$ cat src/design/tsce_pkg.sv
// Shared types and constants of the text screen cursor engine.
package tsce_pkg;

	localparam int ROWS_DEF   = 2;
	localparam int COLS_DEF   = 16;
	localparam int ROW_W      = 2;
	localparam int COL_W      = 5;
	localparam int CHAR_W     = 8;
	localparam int CFG_IDX_W  = 3;
	localparam int CFG_DATA_W = 8;
	localparam logic [CHAR_W-1:0] SPACE_CHAR = 8'h20;

	typedef enum logic [3:0] {
		CMD_PUT, CMD_GOTO, CMD_HOME, CMD_CLEAR, CMD_CLRLINE, CMD_CLRCOLS, CMD_BKSP, CMD_TAB,
		CMD_LEFT, CMD_RIGHT, CMD_UP, CMD_DOWN, CMD_LF, CMD_SETCOL, CMD_LINEHOME, CMD_LINEEND
	} cmd_t;

	typedef enum logic [1:0] {
		KIND_CELL   = 2'd0,
		KIND_CLEAR  = 2'd1,
		KIND_CURSOR = 2'd2
	} kind_t;

	typedef enum logic [CFG_IDX_W-1:0] {
		CFG_WRAP   = 3'd0,
		CFG_SCROLL = 3'd1,
		CFG_TAB    = 3'd2,
		CFG_TOP    = 3'd3,
		CFG_BOT    = 3'd4
	} cfg_idx_t;

	typedef enum logic [3:0] {
		ST_IDLE, ST_PUT_A, ST_PUT_B, ST_PUT_W, ST_COPY, ST_DRAIN, ST_FILL,
		ST_SW_START, ST_SWEEP, ST_SW_DRAIN, ST_CLR_REP, ST_REPORT
	} state_t;

	typedef struct packed {
		cmd_t              cmd;
		logic [CHAR_W-1:0] char_code;
		logic              target_row;
		logic [COL_W-1:0]  target_col;
		logic [COL_W-1:0]  end_col;
		logic [COL_W-1:0]  step_count;
	} item_t;

	typedef struct packed {
		kind_t             kind;
		logic [ROW_W-1:0]  out_row;
		logic [COL_W-1:0]  out_col;
		logic [CHAR_W-1:0] out_char;
		logic              last;
	} result_t;

endpackage

$ cat src/design/text_screen_cursor_engine.sv
// Top level of the text screen cursor engine.
//
//   channel  | handshake               | payload
//   ---------+-------------------------+------------------------------------
//   command  | start / busy            | item   (item_t)
//   result   | strobe, one cycle       | result (result_t)
//   config   | cfg_valid / cfg_ready   | cfg_index, cfg_data
//
// The screen and a shadow copy of what was last reported live in two cell memories.
// A cursor-only command only reports the cursor. A put or tab writes each character in turn,
// then sweeps one cell per cycle from the lowest to the highest touched cell. A scroll adds
// a copy of each frame row above the bottom, a drain and a fill of the bottom row, and widens
// the sweep; a clear line fills the row and sweeps it, a clear fills both memories and
// reports the clear. After reset a clearing pass holds busy high.
// Results cannot be stalled; config writes are taken in any cycle.
module text_screen_cursor_engine #(
	parameter int ROWS = tsce_pkg::ROWS_DEF,
	parameter int COLS = tsce_pkg::COLS_DEF
) (
	input  logic                            clk,
	input  logic                            arst_n,
	input  logic                            start,
	input  tsce_pkg::item_t                 item,
	output logic                            busy,
	output logic                            strobe,
	output tsce_pkg::result_t               result,
	input  logic                            cfg_valid,
	output logic                            cfg_ready,
	input  logic [tsce_pkg::CFG_IDX_W-1:0]  cfg_index,
	input  logic [tsce_pkg::CFG_DATA_W-1:0] cfg_data
);
	import tsce_pkg::*;

	localparam int NCELLS = ROWS * COLS;
	localparam int AW     = $clog2(NCELLS);
	localparam int KEY_W  = ROW_W + COL_W;
	localparam logic [ROW_W-1:0] LAST_ROW = ROW_W'(ROWS - 1);
	localparam logic [ROW_W-1:0] ROWS_V   = ROW_W'(ROWS);
	localparam logic [COL_W-1:0] LAST_COL = COL_W'(COLS - 1);
	localparam logic [COL_W-1:0] COLS_V   = COL_W'(COLS);

	function automatic logic [AW-1:0] cell_addr(input logic [ROW_W-1:0] r,
			input logic [COL_W-1:0] c);
		cell_addr = AW'(int'(r) * COLS + int'(c));
	endfunction

	function automatic logic [ROW_W-1:0] sat_row(input logic [ROW_W-1:0] r);
		sat_row = (r > LAST_ROW) ? LAST_ROW : r;
	endfunction

	function automatic logic [COL_W-1:0] sat_col(input logic [COL_W-1:0] c);
		sat_col = (c > LAST_COL) ? LAST_COL : c;
	endfunction

	function automatic logic [KEY_W-1:0] kmin(input logic [KEY_W-1:0] a,
			input logic [KEY_W-1:0] b);
		kmin = (a < b) ? a : b;
	endfunction

	function automatic logic [KEY_W-1:0] kmax(input logic [KEY_W-1:0] a,
			input logic [KEY_W-1:0] b);
		kmax = (a > b) ? a : b;
	endfunction

	// configuration
	logic       wrap_q, scroll_q, ftop_q, fbot_q;
	logic [1:0] tab_q;

	// control and cursor
	state_t            state_q, state_d, ret_q;
	logic [ROW_W-1:0]  row_q, pr_q, er_q, cp_r_s1, sw_r_s1;
	logic [COL_W-1:0]  col_q, pc_q, ec_q, cp_c_s1, sw_c_s1;
	logic              both_q, dirty_q, cp_v_s1, sw_v_s1;
	logic [KEY_W-1:0]  lo_q, hi_q;
	logic [CHAR_W-1:0] ch_q;
	logic [3:0]        cnt_q;

	// memory ports
	logic              scr_we, shd_we;
	logic [AW-1:0]     scr_wa, shd_wa, scr_ra, shd_ra;
	logic [CHAR_W-1:0] scr_wd, shd_wd, scr_rd, shd_rd;

	// frame and step helpers
	logic [ROW_W-1:0] top, bot;
	logic             p_end, defer, past, more, scroll_copy, scroll_go, accept;

	// command decode
	logic [ROW_W-1:0] d_row, d_pr, d_er;
	logic [COL_W-1:0] d_col, d_pc, d_ec;
	logic             d_fill, d_both;
	logic [3:0]       d_cnt;
	logic [CHAR_W-1:0] d_ch;
	state_t           d_ret;
	logic [COL_W:0]   sum_c, tab_end;
	logic [COL_W:0]   sum_r, lim_r;
	logic [3:0]       ts;
	logic [ROW_W-1:0] tr, bk_r;
	logic [COL_W-1:0] bk_c, to_c;

	assign cfg_ready   = 1'b1;
	assign busy        = (state_q != ST_IDLE);
	assign accept      = start && !busy;
	assign top         = sat_row({1'b0, ftop_q});
	assign bot         = sat_row({1'b0, fbot_q});
	assign p_end       = (pr_q == er_q) && (pc_q == ec_q);
	assign defer       = (row_q > bot);
	assign past        = (col_q >= COLS_V);
	assign more        = (cnt_q > 4'd1);
	assign scroll_copy = (top < bot);
	assign scroll_go   = (state_q == ST_PUT_A && defer) ||
		(state_q == ST_PUT_B && past && wrap_q && !(row_q < bot) && scroll_q);

	always_ff @(posedge clk or negedge arst_n) begin
		if (!arst_n) begin
			wrap_q   <= 1'b0;
			scroll_q <= 1'b0;
			tab_q    <= 2'd2;
			ftop_q   <= 1'b0;
			fbot_q   <= 1'b1;
		end else if (cfg_valid && cfg_ready) begin
			case (cfg_index)
				CFG_WRAP:   wrap_q   <= cfg_data[0];
				CFG_SCROLL: scroll_q <= cfg_data[0];
				CFG_TAB:    tab_q    <= cfg_data[1:0];
				CFG_TOP:    ftop_q   <= cfg_data[0];
				CFG_BOT:    fbot_q   <= cfg_data[0];
				default:    ;
			endcase
		end
	end

	// new cursor and cell span for a command taken in idle
	always_comb begin
		d_row  = row_q;
		d_col  = col_q;
		d_fill = 1'b0;
		d_both = 1'b0;
		d_pr   = '0;
		d_pc   = '0;
		d_er   = LAST_ROW;
		d_ec   = LAST_COL;
		d_cnt  = 4'd1;
		d_ch   = item.char_code;
		d_ret  = ST_SW_START;
		tr     = sat_row({1'b0, item.target_row});
		to_c   = sat_col(item.end_col);
		sum_c  = {1'b0, col_q} + {1'b0, item.step_count};
		sum_r  = (COL_W+1)'(top) + {1'b0, item.step_count};
		lim_r  = (COL_W+1)'(row_q) + {1'b0, item.step_count};
		ts     = 4'd1 << tab_q;
		tab_end = {1'b0, col_q & ~COL_W'(ts - 4'd1)} + (COL_W+1)'(ts);
		bk_r   = row_q;
		bk_c   = col_q;
		if (col_q != '0) begin
			bk_c = col_q - 1'b1;
		end else if (row_q != '0) begin
			bk_c = LAST_COL;
			bk_r = row_q - 1'b1;
		end
		case (item.cmd)
			CMD_PUT: ;
			CMD_GOTO: begin
				d_row = tr;
				d_col = sat_col(item.target_col);
			end
			CMD_HOME: begin
				d_row = '0;
				d_col = '0;
			end
			CMD_CLEAR: begin
				d_row  = '0;
				d_col  = '0;
				d_fill = 1'b1;
				d_both = 1'b1;
				d_ret  = ST_CLR_REP;
			end
			CMD_CLRLINE: begin
				d_fill = 1'b1;
				d_pr   = tr;
				d_er   = tr;
			end
			CMD_CLRCOLS: begin
				d_fill = (item.target_col <= to_c);
				d_pr   = tr;
				d_er   = tr;
				d_pc   = item.target_col;
				d_ec   = to_c;
			end
			CMD_BKSP: begin
				d_row  = bk_r;
				d_col  = bk_c;
				d_fill = (bk_r < ROWS_V) && (bk_c < COLS_V);
				d_pr   = bk_r;
				d_er   = bk_r;
				d_pc   = bk_c;
				d_ec   = bk_c;
			end
			CMD_TAB: begin
				d_cnt = 4'(tab_end - {1'b0, col_q});
				d_ch  = SPACE_CHAR;
			end
			CMD_LEFT:     d_col = (col_q > item.step_count) ? col_q - item.step_count : '0;
			CMD_RIGHT:    d_col = (sum_c > (COL_W+1)'(LAST_COL)) ? LAST_COL : sum_c[COL_W-1:0];
			CMD_UP:       d_row = ((COL_W+1)'(row_q) < sum_r) ? top
				: ROW_W'((COL_W+1)'(row_q) - {1'b0, item.step_count});
			CMD_DOWN:     d_row = (lim_r > (COL_W+1)'(bot)) ? bot : lim_r[ROW_W-1:0];
			CMD_LF:       d_row = (row_q < ROWS_V) ? row_q + 1'b1 : row_q;
			CMD_SETCOL:   d_col = sat_col(item.target_col);
			CMD_LINEHOME: d_col = '0;
			CMD_LINEEND:  d_col = LAST_COL;
			default: ;
		endcase
	end

	// next state
	always_comb begin
		state_d = state_q;
		case (state_q)
			ST_IDLE: begin
				if (accept) begin
					if (item.cmd == CMD_PUT || item.cmd == CMD_TAB) begin
						state_d = ST_PUT_A;
					end else if (d_fill) begin
						state_d = ST_FILL;
					end else begin
						state_d = ST_REPORT;
					end
				end
			end
			ST_PUT_A: begin
				if (scroll_go) begin
					state_d = scroll_copy ? ST_COPY : ST_FILL;
				end else begin
					state_d = ST_PUT_B;
				end
			end
			ST_PUT_B: begin
				if (past && !wrap_q) begin
					state_d = more ? ST_PUT_A : ST_SW_START;
				end else if (scroll_go) begin
					state_d = scroll_copy ? ST_COPY : ST_FILL;
				end else begin
					state_d = ST_PUT_W;
				end
			end
			ST_PUT_W:    state_d = more ? ST_PUT_A : ST_SW_START;
			ST_COPY:     state_d = p_end ? ST_DRAIN : ST_COPY;
			ST_DRAIN:    state_d = ST_FILL;
			ST_FILL:     state_d = p_end ? ret_q : ST_FILL;
			ST_SW_START: state_d = dirty_q ? ST_SWEEP : ST_REPORT;
			ST_SWEEP:    state_d = p_end ? ST_SW_DRAIN : ST_SWEEP;
			ST_SW_DRAIN: state_d = ST_REPORT;
			ST_CLR_REP:  state_d = ST_REPORT;
			ST_REPORT:   state_d = ST_IDLE;
			default:     state_d = ST_IDLE;
		endcase
	end

	// memory port control
	always_comb begin
		scr_we = 1'b0;
		scr_wa = cell_addr(pr_q, pc_q);
		scr_wd = SPACE_CHAR;
		shd_we = 1'b0;
		shd_wa = cell_addr(pr_q, pc_q);
		shd_wd = SPACE_CHAR;
		scr_ra = cell_addr(pr_q, pc_q);
		shd_ra = cell_addr(pr_q, pc_q);
		if (state_q == ST_COPY) begin
			scr_ra = cell_addr(pr_q + 1'b1, pc_q);
		end
		if (cp_v_s1) begin
			scr_we = 1'b1;
			scr_wa = cell_addr(cp_r_s1, cp_c_s1);
			scr_wd = scr_rd;
		end else if (state_q == ST_FILL) begin
			scr_we = 1'b1;
			shd_we = both_q;
		end else if (state_q == ST_PUT_W) begin
			scr_we = 1'b1;
			scr_wa = cell_addr(row_q, col_q);
			scr_wd = ch_q;
		end
		if (sw_v_s1 && scr_rd != shd_rd) begin
			shd_we = 1'b1;
			shd_wa = cell_addr(sw_r_s1, sw_c_s1);
			shd_wd = scr_rd;
		end
	end

	tsce_cellram #(.DEPTH(NCELLS), .AW(AW)) u_screen (
		.clk   (clk),
		.we    (scr_we),
		.waddr (scr_wa),
		.wdata (scr_wd),
		.raddr (scr_ra),
		.rdata (scr_rd)
	);

	tsce_cellram #(.DEPTH(NCELLS), .AW(AW)) u_shadow (
		.clk   (clk),
		.we    (shd_we),
		.waddr (shd_wa),
		.wdata (shd_wd),
		.raddr (shd_ra),
		.rdata (shd_rd)
	);

	// sequencer datapath
	always_ff @(posedge clk or negedge arst_n) begin
		if (!arst_n) begin
			state_q <= ST_FILL;
			ret_q   <= ST_IDLE;
			row_q   <= '0;
			col_q   <= '0;
			pr_q    <= '0;
			pc_q    <= '0;
			er_q    <= LAST_ROW;
			ec_q    <= LAST_COL;
			both_q  <= 1'b1;
			dirty_q <= 1'b0;
			cnt_q   <= '0;
			lo_q    <= '0;
			hi_q    <= '0;
			cp_r_s1 <= '0;
			cp_c_s1 <= '0;
			sw_r_s1 <= '0;
			sw_c_s1 <= '0;
			cp_v_s1 <= 1'b0;
			sw_v_s1 <= 1'b0;
			strobe  <= 1'b0;
			result  <= '0;
		end else begin
			state_q <= state_d;
			cp_v_s1 <= (state_q == ST_COPY);
			sw_v_s1 <= (state_q == ST_SWEEP);
			strobe  <= 1'b0;

			// advance the span pointer in row-major order
			if (state_q == ST_COPY || state_q == ST_FILL || state_q == ST_SWEEP) begin
				if (pc_q == LAST_COL) begin
					pc_q <= '0;
					pr_q <= pr_q + 1'b1;
				end else begin
					pc_q <= pc_q + 1'b1;
				end
			end

			case (state_q)
				ST_IDLE: begin
					if (accept) begin
						row_q   <= d_row;
						col_q   <= d_col;
						pr_q    <= d_pr;
						pc_q    <= d_pc;
						er_q    <= d_er;
						ec_q    <= d_ec;
						both_q  <= d_both;
						ret_q   <= d_ret;
						cnt_q   <= d_cnt;
						dirty_q <= d_fill && !d_both;
						lo_q    <= {d_pr, d_pc};
						hi_q    <= {d_er, d_ec};
					end
				end
				ST_PUT_A: begin
					if (defer) begin
						row_q <= bot;
					end
				end
				ST_PUT_B: begin
					if (past) begin
						if (!wrap_q) begin
							cnt_q <= cnt_q - 1'b1;
						end else begin
							col_q <= '0;
							if (row_q < bot) begin
								row_q <= row_q + 1'b1;
							end
						end
					end
				end
				ST_PUT_W: begin
					col_q   <= col_q + 1'b1;
					cnt_q   <= cnt_q - 1'b1;
					dirty_q <= 1'b1;
					lo_q    <= dirty_q ? kmin(lo_q, {row_q, col_q}) : {row_q, col_q};
					hi_q    <= dirty_q ? kmax(hi_q, {row_q, col_q}) : {row_q, col_q};
				end
				ST_DRAIN: begin
					pr_q <= bot;
					pc_q <= '0;
					er_q <= bot;
					ec_q <= LAST_COL;
				end
				ST_SW_START: begin
					{pr_q, pc_q} <= lo_q;
					{er_q, ec_q} <= hi_q;
				end
				ST_CLR_REP: begin
					strobe <= 1'b1;
					result <= '{kind: KIND_CLEAR, out_row: '0, out_col: '0,
						out_char: '0, last: 1'b0};
				end
				ST_REPORT: begin
					strobe <= 1'b1;
					result <= '{kind: KIND_CURSOR, out_row: row_q, out_col: col_q,
						out_char: '0, last: 1'b1};
				end
				default: ;
			endcase

			// scroll: copy rows up when the frame spans rows, then blank the bottom row
			if (scroll_go) begin
				ret_q   <= (state_q == ST_PUT_A) ? ST_PUT_B : ST_PUT_W;
				both_q  <= 1'b0;
				pc_q    <= '0;
				ec_q    <= LAST_COL;
				pr_q    <= scroll_copy ? top : bot;
				er_q    <= scroll_copy ? bot - 1'b1 : bot;
				dirty_q <= 1'b1;
				lo_q    <= dirty_q ? kmin(lo_q, {(scroll_copy ? top : bot), COL_W'(0)})
					: {(scroll_copy ? top : bot), COL_W'(0)};
				hi_q    <= dirty_q ? kmax(hi_q, {bot, LAST_COL}) : {bot, LAST_COL};
			end

			if (state_q == ST_COPY) begin
				cp_r_s1 <= pr_q;
				cp_c_s1 <= pc_q;
			end
			if (state_q == ST_SWEEP) begin
				sw_r_s1 <= pr_q;
				sw_c_s1 <= pc_q;
			end
			if (sw_v_s1 && scr_rd != shd_rd) begin
				strobe <= 1'b1;
				result <= '{kind: KIND_CELL, out_row: sw_r_s1, out_col: sw_c_s1,
					out_char: scr_rd, last: 1'b0};
			end
		end
	end

	always_ff @(posedge clk) begin
		if (state_q == ST_IDLE && accept) begin
			ch_q <= d_ch;
		end
	end

endmodule

$ cat src/design/tsce_cellram.sv
// Character cell memory: one write port, one registered read port.
module tsce_cellram #(
	parameter int DEPTH = tsce_pkg::ROWS_DEF * tsce_pkg::COLS_DEF,
	parameter int AW    = $clog2(DEPTH)
) (
	input  logic                        clk,
	input  logic                        we,
	input  logic [AW-1:0]               waddr,
	input  logic [tsce_pkg::CHAR_W-1:0] wdata,
	input  logic [AW-1:0]               raddr,
	output logic [tsce_pkg::CHAR_W-1:0] rdata
);
	import tsce_pkg::*;

	logic [CHAR_W-1:0] mem [DEPTH];

	always_ff @(posedge clk) begin
		if (we) begin
			mem[waddr] <= wdata;
		end
	end

	always_ff @(posedge clk) begin
		rdata <= mem[raddr];
	end

endmodule

$ cat config.mk
export PLATFORM = sky130hd
export DESIGN_NAME = text_screen_cursor_engine
export DESIGN_NICKNAME = d
export VERILOG_FILES = /design/src/design/tsce_pkg.sv /design/src/design/text_screen_cursor_engine.sv /design/src/design/tsce_cellram.sv
export SDC_FILE = /design/constraint.sdc
export NUM_CORES = 1
export LEC_CHECK = 0
export ABC_AREA = 1
export BUFFER_PORTS_ARGS = -buffer_cell sky130_fd_sc_hd__buf_2
export CAP_MARGIN = 20
export CORE_MARGIN = 1.5
export CORE_UTILIZATION = 51
export CTS_CLUSTER_DIAMETER = 40
export DETAILED_ROUTE_END_ITERATION = 16
export HOLD_SLACK_MARGIN = 0.02
export PLACE_DENSITY_LB_ADDON = 0.15
export RECOVER_POWER = 25
export SYNTH_ARGS = -nofsm -noshare
export SYNTH_HDL_FRONTEND = slang
export SYNTH_SLANG_ARGS = --single-unit
$ cat constraint.sdc
create_clock -name clk -period 8.4 [get_ports clk]
set_input_delay 0.42 -clock clk [delete_from_list [all_inputs] [get_ports clk]]
set_output_delay 0.42 -clock clk [all_outputs]
set_load 0.02 [all_outputs]
==> impl_metrics.json <==
{
  "vias": 20170,
  "die_x_um": 237,
  "reg2reg_from": "pc_q[2]",
  "use_met1_pct": 38.1,
  "synth_edf_count": 520,
  "area_growth_pct": 14.1,
  "endpoint_kind": "flop",
  "slew_violations": 236,
  "ys_top_cells_by_area": "edfxtp_1, dfrtp_1, o21ai_0",
  "outcome": "finished with violations",
  "boundaryPins": 64,
  "cts_tree": "done",
  "synth_top_cell_by_area": "edfxtp_1",
  "met2_usage_pct": 42.1,
  "relSlewSlack_pct": -142,
  "maxCapViolations": 6,
  "vias_per_cell": 5.97,
  "portBuffers": 56,
  "fin_crit_sh_pct": 64.0,
  "cts-root-buf": "clkbuf_16",
  "grt_first_pass_wirelength_um": 115000,
  "finalWirelength_um": 74600,
  "drtIter0Drc": 2205,
  "synthDistinctLibCells": 54,
  "rr_endpoint": "u_shadow.rdata[4]",
  "grt_pass1_vias": 19716,
  "ys.flop_type": "edfxtp_1",
  "hold_end": "fbot_q",
  "final_nets": 2704,
  "synth_top_cell_area_share_pct": 56.0,
  "grt_antenna_before_repair": 0,
  "start_util_pct": 51.7,
  "cts.sinks": 624,
  "ys_ff_latch": 624,
  "cts_made_buffers": 91,
  "dp_hpwl_um": 45000,
  "cts_resized": 0,
  "critical_path_class": "reg -> reg",
  "syn_avg_cell_area_um2": 10.9,
  "stdcell_count": 3381,
  "ir_drop_mv": 0.234,
  "ys_async_sr_fraction_pct": 14.1,
  "gr-total-overflow": 0,
  "rsz0062_at_grt": "no",
  "p_per_area_nw_per_um2": 365,
  "drt_pass1_iterations": 5,
  "hold_viol_final": 0,
  "netlist_area_um2": 27900,
  "ant_nets": 0,
  "hold_depth": 3,
  "busiest_layer": "met2",
  "worst_skew_pair.late_latency_ps": 640,
  "grtUsageMet3_pct": 4.45,
  "skew_ps": 19.5,
  "hp-class": "in -> reg",
  "cts_buffer_depth": 3,
  "finalSetupViolCount": 0,
  "avgRoutedWirePerCell_um": 22.1,
  "layout-drive-gt1-share_pct": 9.57,
  "start_kind": "flop",
  "syn_inst": 2554,
  "stdcell_area_um2": 31800,
  "rows": 85,
  "fp.dieH_um": 237,
  "post-route-util_pct": 59.0,
  "dp_cells": 3207,
  "core-area_um2": 53900,
  "drcViolationCount": 0,
  "critPathRequiredTime_ps": 8920,
  "period_needed_ps": 5370,
  "r2r_slack_ps": 3030,
  "die-area_um2": 56100,
  "dpl_cell_area_um2": 28800,
  "grt_max_degree": 130,
  "cp.arrival_ps": 5900,
  "totalPowerFinal_uw": 11600,
  "gp_congestion": 0.944,
  "critPathMaxFanout": 55,
  "fin_setup_tns_ps": 0,
  "p_leak_uw": 0.0117,
  "diodes": 0,
  "worstMarginPinSlew_ps": 3620,
  "violations": "capacitance limit, slew limit",
  "htreeDepth": 3,
  "yosysSeqAreaShare_pct": 65.1,
  "reg2regPathDepth": 7,
  "hold_start": "cfg_valid",
  "clk_pin_slew_ps": 50,
  "maxClockFrequency_ghz": 0.186,
  "grt_usage_pct": 26.8,
  "synth.yosys.warnings": 0
}
## layout make-up
type	count	area (µm²)
clock buffer	111	2420
clock inverter	60	651
fill	4423	22100
inverter	152	577
multi-input combinational	1648	8620
sequential	624	18200
tap	696	871
timing repair buffer	90	493
## registers in the layout (all words and copies together) (netlist names), 2 cells and up
name / count
ec_q: 5
u_shadow.rdata: 8
col_q: 5
sw_c_s1: 5
ch_q: 8
pc_q: 5
cnt_q: 4
tab_q: 2
er_q: 2
state_q: 4
u_shadow.mem: 256
u_screen.mem: 256
pr_q: 2
cp_c_s1: 5
result: 17
row_q: 2
u_screen.rdata: 8
ret_q: 4
sw_r_s1: 2
lo_q: 7
hi_q: 7
## worst max-delay path, stage by stage, from the launching register on
cell and delay [ps]:
dfrtp_1 820, buf_4 470, inv_2 70, clkbuf_1 2550
o221ai_1 600, nand3_1 400, o21ai_0 150, o21a_1 190
## repair_timing
| action | in CTS | in global routing |
|---|---|---|
| endpoints found under the setup margin | 0 | 0 |
| hold buffers | 2 | 0 |
| hold endpoints to repair | 17 | 0 |
| buffers inserted | 0 | 0 |
## synthesized netlist by cell type (5+ instances only)
| cell | n |
|---|---|
| edfxtp_1 | 520 |
| nor2_1 | 462 |
| o21ai_0 | 372 |
| nand2_1 | 261 |
| nand3_1 | 143 |
| inv_1 | 142 |
| clkbuf_1 | 96 |
| o221ai_1 | 90 |
| dfrtp_1 | 78 |
| a21oi_1 | 53 |
| ha_1 | 49 |
| o22ai_1 | 38 |
| o211ai_1 | 34 |
| buf_2 | 30 |
| dfxtp_1 | 16 |
| nand4_1 | 15 |
| o21a_1 | 15 |
| xnor2_1 | 14 |
| xor2_1 | 14 |
| a31oi_1 | 12 |
| dfstp_2 | 10 |
| nor3_1 | 9 |
| inv_2 | 7 |
| a22oi_1 | 6 |
| nor2_4 | 6 |
| fa_1 | 5 |
| nor2_2 | 5 |
| o21ai_1 | 5 |
## per-stage QoR
step	worst slack, ps	hold WS (ps)
detailed placement	4510	298
floorplan	5630	124
CTS	4460	47.6
finish	3030	78.4
global placement	4490	294
global route	2730	87.4
## routing by layer
layer | up-vias | wire length [µm]
met3 | 138 | 5190
met2 | 799 | 34900
met4 | 0 | 1990
met5 | - | 0
li1 | 9330 | -
met1 | 9903 | 32500
## cells by family after synthesis
family | synth area share, %
xor gates and xnor gates | 0.880
other | 0.0269
buffers and inverters | 4.00
and+or+nand+nor | 13.7
muxes | 0.0359
AOI/OAI and AO/OA | 13.6
DFF | 65.1
adders and majority gates | 2.56
## worst max path at each step
| stage | startpoint | to | slack [ps] |
|---|---|---|---|
| 2_1_floorplan | cp_v_s1 | u_screen.mem[0][0] | 5630 |
| 3_3_place_gp | state_q[1] | u_screen.mem[25][1] | 4490 |
| 3_5_place_dp | state_q[1] | u_screen.mem[24][1] | 4510 |
| 4_1_cts | state_q[1] | u_screen.mem[25][4] | 4460 |
| 5_1_grt | pc_q[2] | u_screen.rdata[4] | 2730 |
| 6_report | pc_q[2] | u_shadow.rdata[4] | 3030 |
## where the power goes
part / internal, µW / total, µW / switching, µW / leakage (µW)
Combinational: 1030 / 3640 / 2610 / 0.00418
Clock: 2310 / 3770 / 1450 / 0.00148
Sequential: 3860 / 4200 / 342 / 0.00601
## placed cells by master, fill, tap and decap left out, types with 4 or more instances in the layout
cell type | synthesis | layout
o21ai_2 | 1 | 7
o21ai_1 | 5 | 5
o21ai_0 | 372 | 366
nand4_1 | 15 | 15
dfstp_1 | 0 | 4
edfxtp_1 | 520 | 520
buf_4 | 2 | 20
clkinv_2 | 0 | 10
xor2_1 | 14 | 14
buf_2 | 30 | 35
ha_1 | 49 | 49
or2_2 | 4 | 4
a22oi_1 | 6 | 6
nand2_1 | 261 | 264
o22ai_1 | 38 | 38
nor2_4 | 6 | 5
nor2_1 | 462 | 458
fa_1 | 5 | 5
nor3_1 | 9 | 9
dfstp_2 | 10 | 6
clkinvlp_4 | 0 | 8
clkbuf_16 | 0 | 93
nand3_1 | 143 | 143
inv_1 | 142 | 141
clkinv_1 | 3 | 10
o211ai_1 | 34 | 34
dfrtp_1 | 78 | 76
dfxtp_1 | 16 | 16
o21a_1 | 15 | 15
a21oi_1 | 53 | 53
bufinv_16 | 0 | 7
o221ai_1 | 90 | 90
xnor2_1 | 14 | 14
clkinv_4 | 0 | 4
inv_2 | 7 | 7
clkbuf_1 | 96 | 47
inv_6 | 0 | 17
nor2_2 | 5 | 10
a31oi_1 | 12 | 12
Power figures use the tool's default switching activity.
